**src/rtl/core/dad_pkg.sv**
```systemverilog
// ----------------------------------------------------------------------------
// dad_pkg
// Shared widths, control types and calendar helpers for the date advance block.
// ----------------------------------------------------------------------------
package dad_pkg;

    // field widths
    localparam int DayW   = 5;
    localparam int MonW   = 4;
    localparam int YearW  = 16;
    localparam int CntW   = 16;
    // days to month rollover: up to 32 (day 0 in a 31-day month)
    localparam int StepW  = 6;

    // packed stream words
    localparam int InFldW     = DayW + MonW + YearW + CntW;
    localparam int InTdataW   = ((InFldW + 7) / 8) * 8;
    localparam int OutFldW    = DayW + MonW + YearW;
    localparam int OutTdataW  = ((OutFldW + 7) / 8) * 8;

    // month numbers used by the rollover logic
    localparam logic [MonW-1:0] MON_FEB = 4'd2;
    localparam logic [MonW-1:0] MON_APR = 4'd4;
    localparam logic [MonW-1:0] MON_JUN = 4'd6;
    localparam logic [MonW-1:0] MON_SEP = 4'd9;
    localparam logic [MonW-1:0] MON_NOV = 4'd11;
    localparam logic [MonW-1:0] MON_DEC = 4'd12;

    // divisibility by 25: y * inv(25) mod 2^16 stays at or below 65535/25
    localparam logic [YearW-1:0] INV25     = 16'd23593;
    localparam logic [YearW-1:0] DIV25_MAX = 16'd2621;

    // controller -> datapath
    typedef struct packed {
        logic load;   // take a new word from the input
        logic step;   // advance by one month or finish the count
        logic store;  // copy the date into the output register
    } t_dad_cmd;

    // datapath -> controller
    typedef struct packed {
        logic done;   // remaining count is zero
    } t_dad_sts;

    // Gregorian leap rule; year 0 counts as leap
    function automatic logic is_leap(input logic [YearW-1:0] y);
        logic [YearW-1:0] prod;
        logic             by25;
        prod = y * INV25;
        by25 = (prod <= DIV25_MAX);
        return (y[1:0] == 2'd0) && (!by25 || (y[3:0] == 4'd0));
    endfunction

    // month length; months outside 1..12 run 31 days
    function automatic logic [DayW-1:0] month_len(input logic [MonW-1:0] m,
                                                  input logic leap);
        logic [DayW-1:0] len;
        unique case (m)
            MON_FEB: len = leap ? 5'd29 : 5'd28;
            MON_APR, MON_JUN, MON_SEP, MON_NOV: len = 5'd30;
            default: len = 5'd31;
        endcase
        return len;
    endfunction

endpackage

```
**src/rtl/core/date_add_days.sv**
```systemverilog
// ----------------------------------------------------------------------------
// date_add_days
// Gregorian date advance by an unsigned day count.
// ----------------------------------------------------------------------------
// Usage:
//   Slave channel (s_*) takes one word: start date and day count.
//   Master channel (m_*) returns one word: the date that many days later.
//   Month rollover follows the Gregorian leap rule; the year wraps at 65536.
// Sequence:
//   The accepting edge loads the word; then one step per month end crossed,
//   one step for the days left in the last month (none when the count ends
//   on day 1) and a store, which waits until an earlier result is taken.
//   The month-step unit sets the number of steps: about add_count/30.4.
// Flow:
//   One word in flight; the input opens the cycle after the store, so a held
//   result does not stop the next word.
// Stall:
//   A finished result waits in the output register; a second finished
//   result waits in the datapath until the first is taken.
// Reset:
//   Synchronous, active low; clears the sequencer and the output valid.
// ----------------------------------------------------------------------------
module date_add_days
    import dad_pkg::*;
(
    input  logic                 i_clk,
    input  logic                 i_rst_n,
    // tdata: start_day[4:0], start_month[8:5], start_year[24:9],
    //        add_count[40:25], zero fill [47:41]
    input  logic                 i_s_tvalid,
    output logic                 o_s_tready,
    input  logic [InTdataW-1:0]  i_s_tdata,
    // tdata: new_day[4:0], new_month[8:5], new_year[24:9], zero fill [31:25]
    output logic                 o_m_tvalid,
    input  logic                 i_m_tready,
    output logic [OutTdataW-1:0] o_m_tdata
);

    t_dad_cmd cmd;
    t_dad_sts sts;

    // sequencer
    dad_ctrl u_ctrl (
        .i_clk      (i_clk),
        .i_rst_n    (i_rst_n),
        .i_s_tvalid (i_s_tvalid),
        .o_s_tready (o_s_tready),
        .o_m_tvalid (o_m_tvalid),
        .i_m_tready (i_m_tready),
        .o_cmd      (cmd),
        .i_sts      (sts)
    );

    // date registers and month-step unit
    dad_dpath u_dpath (
        .i_clk  (i_clk),
        .i_cmd  (cmd),
        .i_word (i_s_tdata),
        .o_word (o_m_tdata),
        .o_sts  (sts)
    );

endmodule

```
**src/rtl/core/dad_ctrl.sv**
```systemverilog
// ----------------------------------------------------------------------------
// dad_ctrl
// Sequencer: takes a word, steps the datapath until the count is spent, and
// hands the result to the output register.
// ----------------------------------------------------------------------------
module dad_ctrl
    import dad_pkg::*;
(
    input  logic     i_clk,
    input  logic     i_rst_n,
    input  logic     i_s_tvalid,
    output logic     o_s_tready,
    output logic     o_m_tvalid,
    input  logic     i_m_tready,
    output t_dad_cmd o_cmd,
    input  t_dad_sts i_sts
);

    typedef enum logic [1:0] {
        S_IDLE = 2'b01,
        S_RUN  = 2'b10
    } t_state;

    t_state r_state, n_state;
    logic   r_out_valid, n_out_valid;
    logic   out_free;

    assign out_free   = !r_out_valid || i_m_tready;
    assign o_s_tready = (r_state == S_IDLE);
    assign o_m_tvalid = r_out_valid;

    // next state and commands
    always_comb begin
        n_state     = r_state;
        o_cmd       = '0;
        n_out_valid = r_out_valid && !i_m_tready;
        unique case (r_state)
            S_IDLE: begin
                if (i_s_tvalid) begin
                    o_cmd.load = 1'b1;
                    n_state    = S_RUN;
                end
            end
            S_RUN: begin
                if (!i_sts.done) begin
                    o_cmd.step = 1'b1;
                end else if (out_free) begin
                    o_cmd.store = 1'b1;
                    n_out_valid = 1'b1;
                    n_state     = S_IDLE;
                end
            end
            default: n_state = S_IDLE;
        endcase
    end

    // state registers
    always_ff @(posedge i_clk) begin
        if (!i_rst_n) begin
            r_state     <= S_IDLE;
            r_out_valid <= 1'b0;
        end else begin
            r_state     <= n_state;
            r_out_valid <= n_out_valid;
        end
    end

endmodule

```
**src/rtl/core/dad_dpath.sv**
```systemverilog
// ----------------------------------------------------------------------------
// dad_dpath
// Date registers and the month-step unit: each step either spends the days
// left in the current month and rolls over, or adds the remaining count.
// ----------------------------------------------------------------------------
module dad_dpath
    import dad_pkg::*;
(
    input  logic                 i_clk,
    input  t_dad_cmd             i_cmd,
    input  logic [InTdataW-1:0]  i_word,
    output logic [OutTdataW-1:0] o_word,
    output t_dad_sts             o_sts
);

    logic [DayW-1:0]  r_day,   n_day;
    logic [MonW-1:0]  r_month, n_month;
    logic [YearW-1:0] r_year,  n_year;
    logic [CntW-1:0]  r_count, n_count;
    logic             r_leap,  n_leap;
    logic [OutFldW-1:0] r_out;

    logic [DayW-1:0]  len;
    logic [StepW-1:0] to_roll;
    logic             roll;
    logic [YearW-1:0] year_inc;

    // days needed to reach day 1 of the next month
    always_comb begin
        len = month_len(r_month, r_leap);
        if (r_day > len) begin
            to_roll = StepW'(1);
        end else begin
            to_roll = StepW'(len) - StepW'(r_day) + StepW'(1);
        end
        roll     = (r_count >= CntW'(to_roll));
        year_inc = r_year + YearW'(1);
    end

    // next date
    always_comb begin
        n_day   = r_day;
        n_month = r_month;
        n_year  = r_year;
        n_count = r_count;
        n_leap  = r_leap;
        if (i_cmd.load) begin
            n_day   = i_word[DayW-1:0];
            n_month = i_word[DayW +: MonW];
            n_year  = i_word[DayW+MonW +: YearW];
            n_count = i_word[DayW+MonW+YearW +: CntW];
            n_leap  = is_leap(i_word[DayW+MonW +: YearW]);
        end else if (i_cmd.step) begin
            if (roll) begin
                n_count = r_count - CntW'(to_roll);
                n_day   = DayW'(1);
                if (r_month >= MON_DEC) begin
                    n_month = MonW'(1);
                    n_year  = year_inc;
                    n_leap  = is_leap(year_inc);
                end else begin
                    n_month = r_month + MonW'(1);
                end
            end else begin
                // count is below the days to rollover, so it fits a day field
                n_day   = r_day + r_count[DayW-1:0];
                n_count = '0;
            end
        end
    end

    // working and output registers
    always_ff @(posedge i_clk) begin
        r_day   <= n_day;
        r_month <= n_month;
        r_year  <= n_year;
        r_count <= n_count;
        r_leap  <= n_leap;
        if (i_cmd.store) begin
            r_out <= {r_year, r_month, r_day};
        end
    end

    assign o_sts.done = (r_count == '0);
    assign o_word     = {{(OutTdataW-OutFldW){1'b0}}, r_out};

endmodule

```
**config.mk**
```make
export PLATFORM = sky130hd
export DESIGN_NAME = date_add_days
export DESIGN_NICKNAME = d
export VERILOG_FILES = /design/src/rtl/core/dad_pkg.sv /design/src/rtl/core/date_add_days.sv /design/src/rtl/core/dad_ctrl.sv /design/src/rtl/core/dad_dpath.sv
export SDC_FILE = /design/constraint.sdc
export NUM_CORES = 1
export LEC_CHECK = 0
export BUFFER_PORTS_ARGS = -buffer_cell sky130_fd_sc_hd__buf_2
export CAP_MARGIN = 10
export CELL_PAD_IN_SITES_DETAIL_PLACEMENT = 0
export CELL_PAD_IN_SITES_GLOBAL_PLACEMENT = 1
export CORE_MARGIN = 3
export CORE_UTILIZATION = 51
export CTS_CLUSTER_DIAMETER = 80
export DETAILED_ROUTE_END_ITERATION = 8
export GPL_TIMING_DRIVEN = 0
export PLACE_DENSITY_LB_ADDON = 0.1
export SYNTH_ARGS = -nofsm -noshare
export SYNTH_HDL_FRONTEND = slang
export SYNTH_SLANG_ARGS = --single-unit
```
**constraint.sdc**
```tcl
create_clock -name i_clk -period 16.5 [get_ports i_clk]
set_input_delay 0.825 -clock i_clk [delete_from_list [all_inputs] [get_ports i_clk]]
set_output_delay 0.825 -clock i_clk [all_outputs]
set_load 0.01 [all_outputs]
```
==> Word-level counts from Yosys, hierarchy flattened <==
Cells that the tools add are included.
{ "op_classes": {"add_sub_neg": 6, "multipliers": 2, "magnitude_cmp": 5, "eq_ne": 10, "muxes": 34, "n_reduce_logical": 22} }
{ "op_table": {"columns": ["cell", "n"], "rows": [
  ["16-bit two-way mux", 7],
  ["16-bit by 12-bit less-or-equal comparator with 1-bit output (second input constant)", 2],
  ["16-bit by 15-bit multiplier with 16-bit output (second input constant)", 2],
  ["16-bit by 1-bit adder with 16-bit output (second input constant)", 1],
  ["16-bit by 6-bit greater-or-equal comparator with 1-bit output", 1],
  ["16-bit logical NOT", 1],
  ["4-bit two-way mux", 4],
  ["16-bit by 6-bit subtractor with 16-bit output", 1],
  ["5-bit two-way mux", 3],
  ["1-bit two-way mux", 13],
  ["5-bit one-hot mux with 2 select lines", 1],
  ["4-bit by 3-bit equality test with 1-bit output (second input constant)", 2],
  ["4-bit equality test (second input constant)", 2],
  ["4-bit logical NOT", 2],
  ["2-bit two-way mux", 4],
  ["6-bit by 1-bit adder with 6-bit output (second input constant)", 1],
  ["6-bit two-way mux", 1],
  ["3-bit AND reduction", 2],
  ["2-bit nonzero test", 3],
  ["5-bit by 5-bit subtractor with 6-bit output", 1],
  ["5-bit adder", 1],
  ["5-bit greater-than comparator", 1],
  ["4-bit by 1-bit adder with 4-bit output (second input constant)", 1],
  ["4-bit by 2-bit equality test with 1-bit output (second input constant)", 1],
  ["12 further kinds", 21]
]} }
{ "totals": {"regBits": 70} }

==> Depth between registers and ports, before layout <==
{ "depth": {"word_depth": 10, "mapped_depth": 24, "ltp_nobuf": 24} }

==> Cells and area by module <==
From an unflattened synthesis, not the netlist that was laid out.
{ "unflattened": {"cells_unflattened": 715, "area_unflattened_um2": 7333.3} }
{ "modules_own_cells": {"columns": ["module", "n_inst", "cells_each", "area_per_inst_um2"], "rows": [
  ["dad_dpath", 1, 701, 7195.7],
  ["dad_ctrl", 1, 14, 137.6]
]} }

==> Worst setup path after synthesis <==
OpenSTA, ideal clock, no wires.
{ "synth_path": {"path_type": "flip-flop to flip-flop", "start": "register u_dpath.r_year[2]", "end": "register u_dpath.r_leap (data pin)", "setup_ns": 0.262, "t_arrival_ns": 5.437, "required_time_ns": 16.238, "slack_ns": 10.801, "path_stages_with_launch": 23, "cell_sequence": "edfxtp_1 -> and3_4 -> and3_2 -> and2_2 -> nand2_1 -> xor2_1 -> inv_1 -> ha_1 -> inv_1 -> fa_1 -> inv_1 -> ha_1 -> fa_1 -> fa_1 -> ha_1 -> xnor2_1 -> xnor3_1 -> xnor3_1 -> xnor3_1 -> xnor3_1 -> or3_1 -> a21oi_1 -> o32ai_1"} }
{ "synth_between": {"elab_chain_len": 10, "elab_cells_between_ends": 11} }
{ "synth_lines": {"columns": ["element", "line_no", "source"], "rows": [
  ["from (decl)", "dad_dpath.sv:18", "logic [YearW-1:0] r_year, n_year;"],
  ["from (signal assigned)", "dad_dpath.sv:76", "r_year <= n_year;"],
  ["16-bit by 1-bit adder with 16-bit output *", "dad_dpath.sv:37", "year_inc = r_year + YearW'(1);"],
  ["16-bit by 15-bit multiplier with 16-bit output", "dad_pkg.sv:49", "prod = y * INV25;"],
  ["16-bit by 12-bit less-or-equal comparator with 1-bit output", "dad_pkg.sv:50", "by25 = (prod <= DIV25_MAX);"],
  ["1-bit logical NOT", "dad_pkg.sv:51", "return (y[1:0] == 2'd0) && (!by25 || (y[3:0] == 4'd0));"],
  ["1-bit logical OR *", "dad_pkg.sv:51", null],
  ["1-bit logical AND *", "dad_pkg.sv:51", null],
  ["1-bit two-way mux *", "dad_dpath.sv:57", "if (r_month >= MON_DEC) begin"],
  ["1-bit two-way mux *", "dad_dpath.sv:54", "if (roll) begin"],
  ["1-bit two-way mux *", "dad_dpath.sv:53", "end else if (i_cmd.step) begin"],
  ["1-bit two-way mux *", "dad_dpath.sv:47", "if (i_cmd.load) begin"],
  ["via u_dpath.n_leap", "dad_dpath.sv:20", "logic r_leap, n_leap;"],
  ["to (signal assigned)", "dad_dpath.sv:78", "r_leap <= n_leap;"],
  ["to (decl)", "dad_dpath.sv:20", null]
]} }
Mark *: on every way through the listed nets, which the timed path passes. The rest lies on a longest branch. The select of a mux whose other input is x is not followed.
A chain may end at the register's enable or synchronous reset.

==> Worst setup path after layout <==
{ "layout_path": {"start": "register u_dpath.r_year[0]", "end": "register u_dpath.r_leap (data pin)"} }
{ "layout_between": {"elab_chain_len": 10, "elab_cells_between_ends": 12} }
{ "layout_lines": {"columns": ["element", "line_no"], "rows": [
  ["16-bit by 1-bit adder with 16-bit output *", "dad_dpath.sv:37"],
  ["16-bit by 15-bit multiplier with 16-bit output", "dad_pkg.sv:49"],
  ["16-bit by 12-bit less-or-equal comparator with 1-bit output", "dad_pkg.sv:50"],
  ["1-bit logical NOT", "dad_pkg.sv:51"],
  ["1-bit logical OR", "dad_pkg.sv:51"],
  ["1-bit logical AND *", "dad_pkg.sv:51"],
  ["1-bit two-way mux *", "dad_dpath.sv:57"],
  ["1-bit two-way mux *", "dad_dpath.sv:54"],
  ["1-bit two-way mux *", "dad_dpath.sv:53"],
  ["1-bit two-way mux *", "dad_dpath.sv:47"],
  ["via u_dpath.n_leap", "dad_dpath.sv:20"]
]} }
Marked as above.

==> results.md <==
* Outcome: completed
* Rows at 43
* Global routing met2 resource utilization at 34.5%
* Tot GR Track Use at 21.0%
* Ranking of synthesized cells by area: edfxtp_1, ha_1, fa_1, inv_1, xnor2_1
* NetSw at 0.543 mW
* Top cell type's share of synthesized area at 27.3%
* Diodes inserted at 0
* Count leader, synth: ha_1
* HP Class: reg2reg
* Mapped Area at 7360 um2
* Residual DRC at 0
* WP data arrival at 6.54 ns
* Final HPWL from detailed placement at 13,400 um
* Vias per inst at 5.30
* FF+latch area at 2070 um2
* Area added between synthesis and finish at 13.5%
* Reg-to-reg setup timing slack at 10.04 ns
* Ys flop type: edfxtp_1
* Critical path class: reg2reg
* 1st-iter DRT viols at 397
* First-pass GRT wire length at 26,800 um
* Max Clk Rate at 155 MHz
* H-Tree Depth at 3
* Die Wd at 126 um
* Part of the power in registers at 18.2%
* Root Driver: clkbuf_16
* Routing usage on met3 at 3.52%
* Static Leak at 4.10 nW
* Min Tclk post-route at 6.46 ns
* Initial Util at 52.6%
* Max_cap viols at 0
* Area of the multi-input gates at 4700 um2
* Crit path launch type: flip-flop
* I/O pin count at 86
* Async set or reset register ratio after synthesis at 0%
* Grt met1 use at 29.8%
* Synth top cells by count: ha_1, inv_1, edfxtp_1
* GR Overflow Total at 0
* Int Pwr at 0.766 mW
* Gr busiest metal: met2
* Die height at 126 um
* Final Wtd Congestion at 0.874
* Clk slew on worst S/H paths at 0.06 ns
* Pre-Repair DR Iteration Count at 5
* Setup bufs post-CTS at 0
* Routed WL at 16,000 um
* Clk pwr share at 16.0%
* Slew headroom at 40.6%
* Sequential area share after synthesis at 28.1%
* Avg Inst Size Synth at 9.97 um2
* Setup violators final at 0
* Total Power at 1.31 mW
* Input/output buffers at 71
* WL per Instance at 15.8 um
* Vias in the first global route at 5,474
* Total CTS buffers at 9
* Layout cell share with drive strength beyond 1 at 13.4%
* VDD IR-drop max at 0.154 mV
* Synth area leader: edfxtp_1
* Sw Ratio at 41.5%
* Critical Path RT at 16.58 ns
* Post-Synthesis Cells at 739
* Comb power frac at 65.8%
* Max Root-Sink Buffers at 2
* DRT antenna net count at 0
* CTS tree: yes
* Total core area at 14,000 um2
* Synthesized flop and latch total at 70
* Fillers at 1,272
* Via count at 5,386
* CTS Sinks at 70
* Cell Pwr Density at 157 nW/um2
* Post-CTS Resized at 0
* Hold-fix buffers, CTS at 0
* Max-slew violation count at 0
* Initial antenna violation count at 0
* Nets at 1,070
* Critical Path End Type: flip-flop
* Number of warning messages in the yosys log at 0
* Crit Path Max Fanout at 8
* Final hold violations at 0
* Post-route clock skew at 0.00495 ns
* Worst-Skew Late Latency at 0.33 ns
* Full die area at 15,900 um2
* Period utilisation layout at 39.2%
* Pin slew with the least headroom to its limit at 0.878 ns
* RSZ-0062 raised after global routing: no
* Post-synth EDFFs at 67
* Setup TNS at 0 ns
* Synth cell types at 57
* Largest net degree at the start of global routing at 15
[metal layers]
metal / routed length [um] / share of wire, % / up-vias
met5: 0 / 0 / -
met4: 103 / 0.64 / 0
met3: 699 / 4.4 / 8
met2: 7550 / 47 / 113
met1: 7680 / 48 / 2602
li1: - / - / 2663
[power groups by stage]
stage / Clock [mW] / Sequential [mW] / Combinational (mW)
2_1_floorplan: 0 / 0.236 / 0.674
3_3_place_gp: 0 / 0.241 / 0.834
3_5_place_dp: 0 / 0.241 / 0.865
4_1_cts: 0.213 / 0.238 / 0.872
5_1_grt: 0.222 / 0.241 / 0.994
6_report: 0.210 / 0.238 / 0.861
[cell usage in the layout (no fill, tap or decap), types with 3 or more instances in the layout]
cell type and count:
a21boi_0 3, a21o_1 7, a21oi_1 33, and3_1 4, buf_2 73, buf_4 10, clkbuf_1 6, clkbuf_16 9
conb_1 7, dfxtp_1 3, edfxtp_1 67, fa_1 39, ha_1 147, inv_1 142, mux2i_1 3, nand2_1 47
nand2b_1 9, nand3_1 15, nor2_1 43, nor2b_1 4, nor3_1 6, nor4_1 6, nor4b_1 3, o21a_1 5
o21ai_0 21, o31ai_1 10, xnor2_1 43, xnor3_1 4, xor2_1 19
[critical path: stages, from the launching register on]
cell and delay [ns]:
edfxtp_1 0.54, ha_1 0.31, and2_1 0.18, and2_2 0.23
and3_1 0.19, xor2_1 0.53, ha_1 0.27, inv_1 0.05
fa_1 0.47, inv_1 0.04, ha_1 0.29, fa_1 0.47
fa_1 0.50, ha_1 0.22, xnor2_1 0.18, xnor3_1 0.36
xnor3_1 0.23, xnor3_1 0.22, xnor3_1 0.23, or3_1 0.31
a21oi_1 0.26, o32ai_1 0.11
[worst paths after layout]
check	from	endpoint	cells after the start
setup / recovery	u_dpath.r_year[0]	u_dpath.r_leap	21
setup reg to reg	u_dpath.r_year[0]	u_dpath.r_leap	21
hold / removal	u_dpath.r_year[8]	u_dpath.r_out[17]	0
hold reg to reg	u_dpath.r_year[8]	u_dpath.r_out[17]	0
[per-stage QoR]
stage	setup slack [ns]	hold WS (ns)	instances	utilization [%]	cell area, um2
detailed placement	10.01	0.493	1001	57.4	8030
CTS	9.99	0.507	1017	59.7	8360
global placement	9.83	0.465	996	57.0	7970
finish	10.04	0.509	1017	59.7	8360
global route	9.68	0.520	1017	59.7	8360
floorplan	10.80	0.449	745	-	7390
[cell families (layout without fill, tap and decap cells)]
kind of cell             count (synthesis)  count (layout)  share of synthesized area [%]
multiplexers                             3               3                          0.408
XOR/XNOR                                66              66                           8.60
buffers and inverters                  158             250                           8.55
other                                    1               7                         0.0509
AO/OA/AOI/OAI                           98              98                           8.31
adder cells (fa/ha/maj)                186             186                           35.6
flip-flops                              70              70                           28.1
AND/OR/NAND/NOR                        157             157                           10.4
[registers in the layout, summed over array words and instances, names as in the netlist]
name               flops
u_ctrl.o_m_tvalid      1
u_ctrl.r_state         2
u_dpath.r_count       16
u_dpath.r_day          5
u_dpath.r_leap         1
u_dpath.r_month        4
u_dpath.r_out         25
u_dpath.r_year        16
[layout make-up]
type | instances | area share (%)
Multi-Input combinational cell | 517 | 56.3
Tap cell | 180 | 2.70
Clock inverter | 7 | 1.17
Clock buffer | 9 | 2.70
Buffer | 16 | 1.15
Sequential cell | 70 | 24.8
Inverter | 142 | 6.38
Timing Repair Buffer | 76 | 4.84
Power figures use the tool's default switching activity.
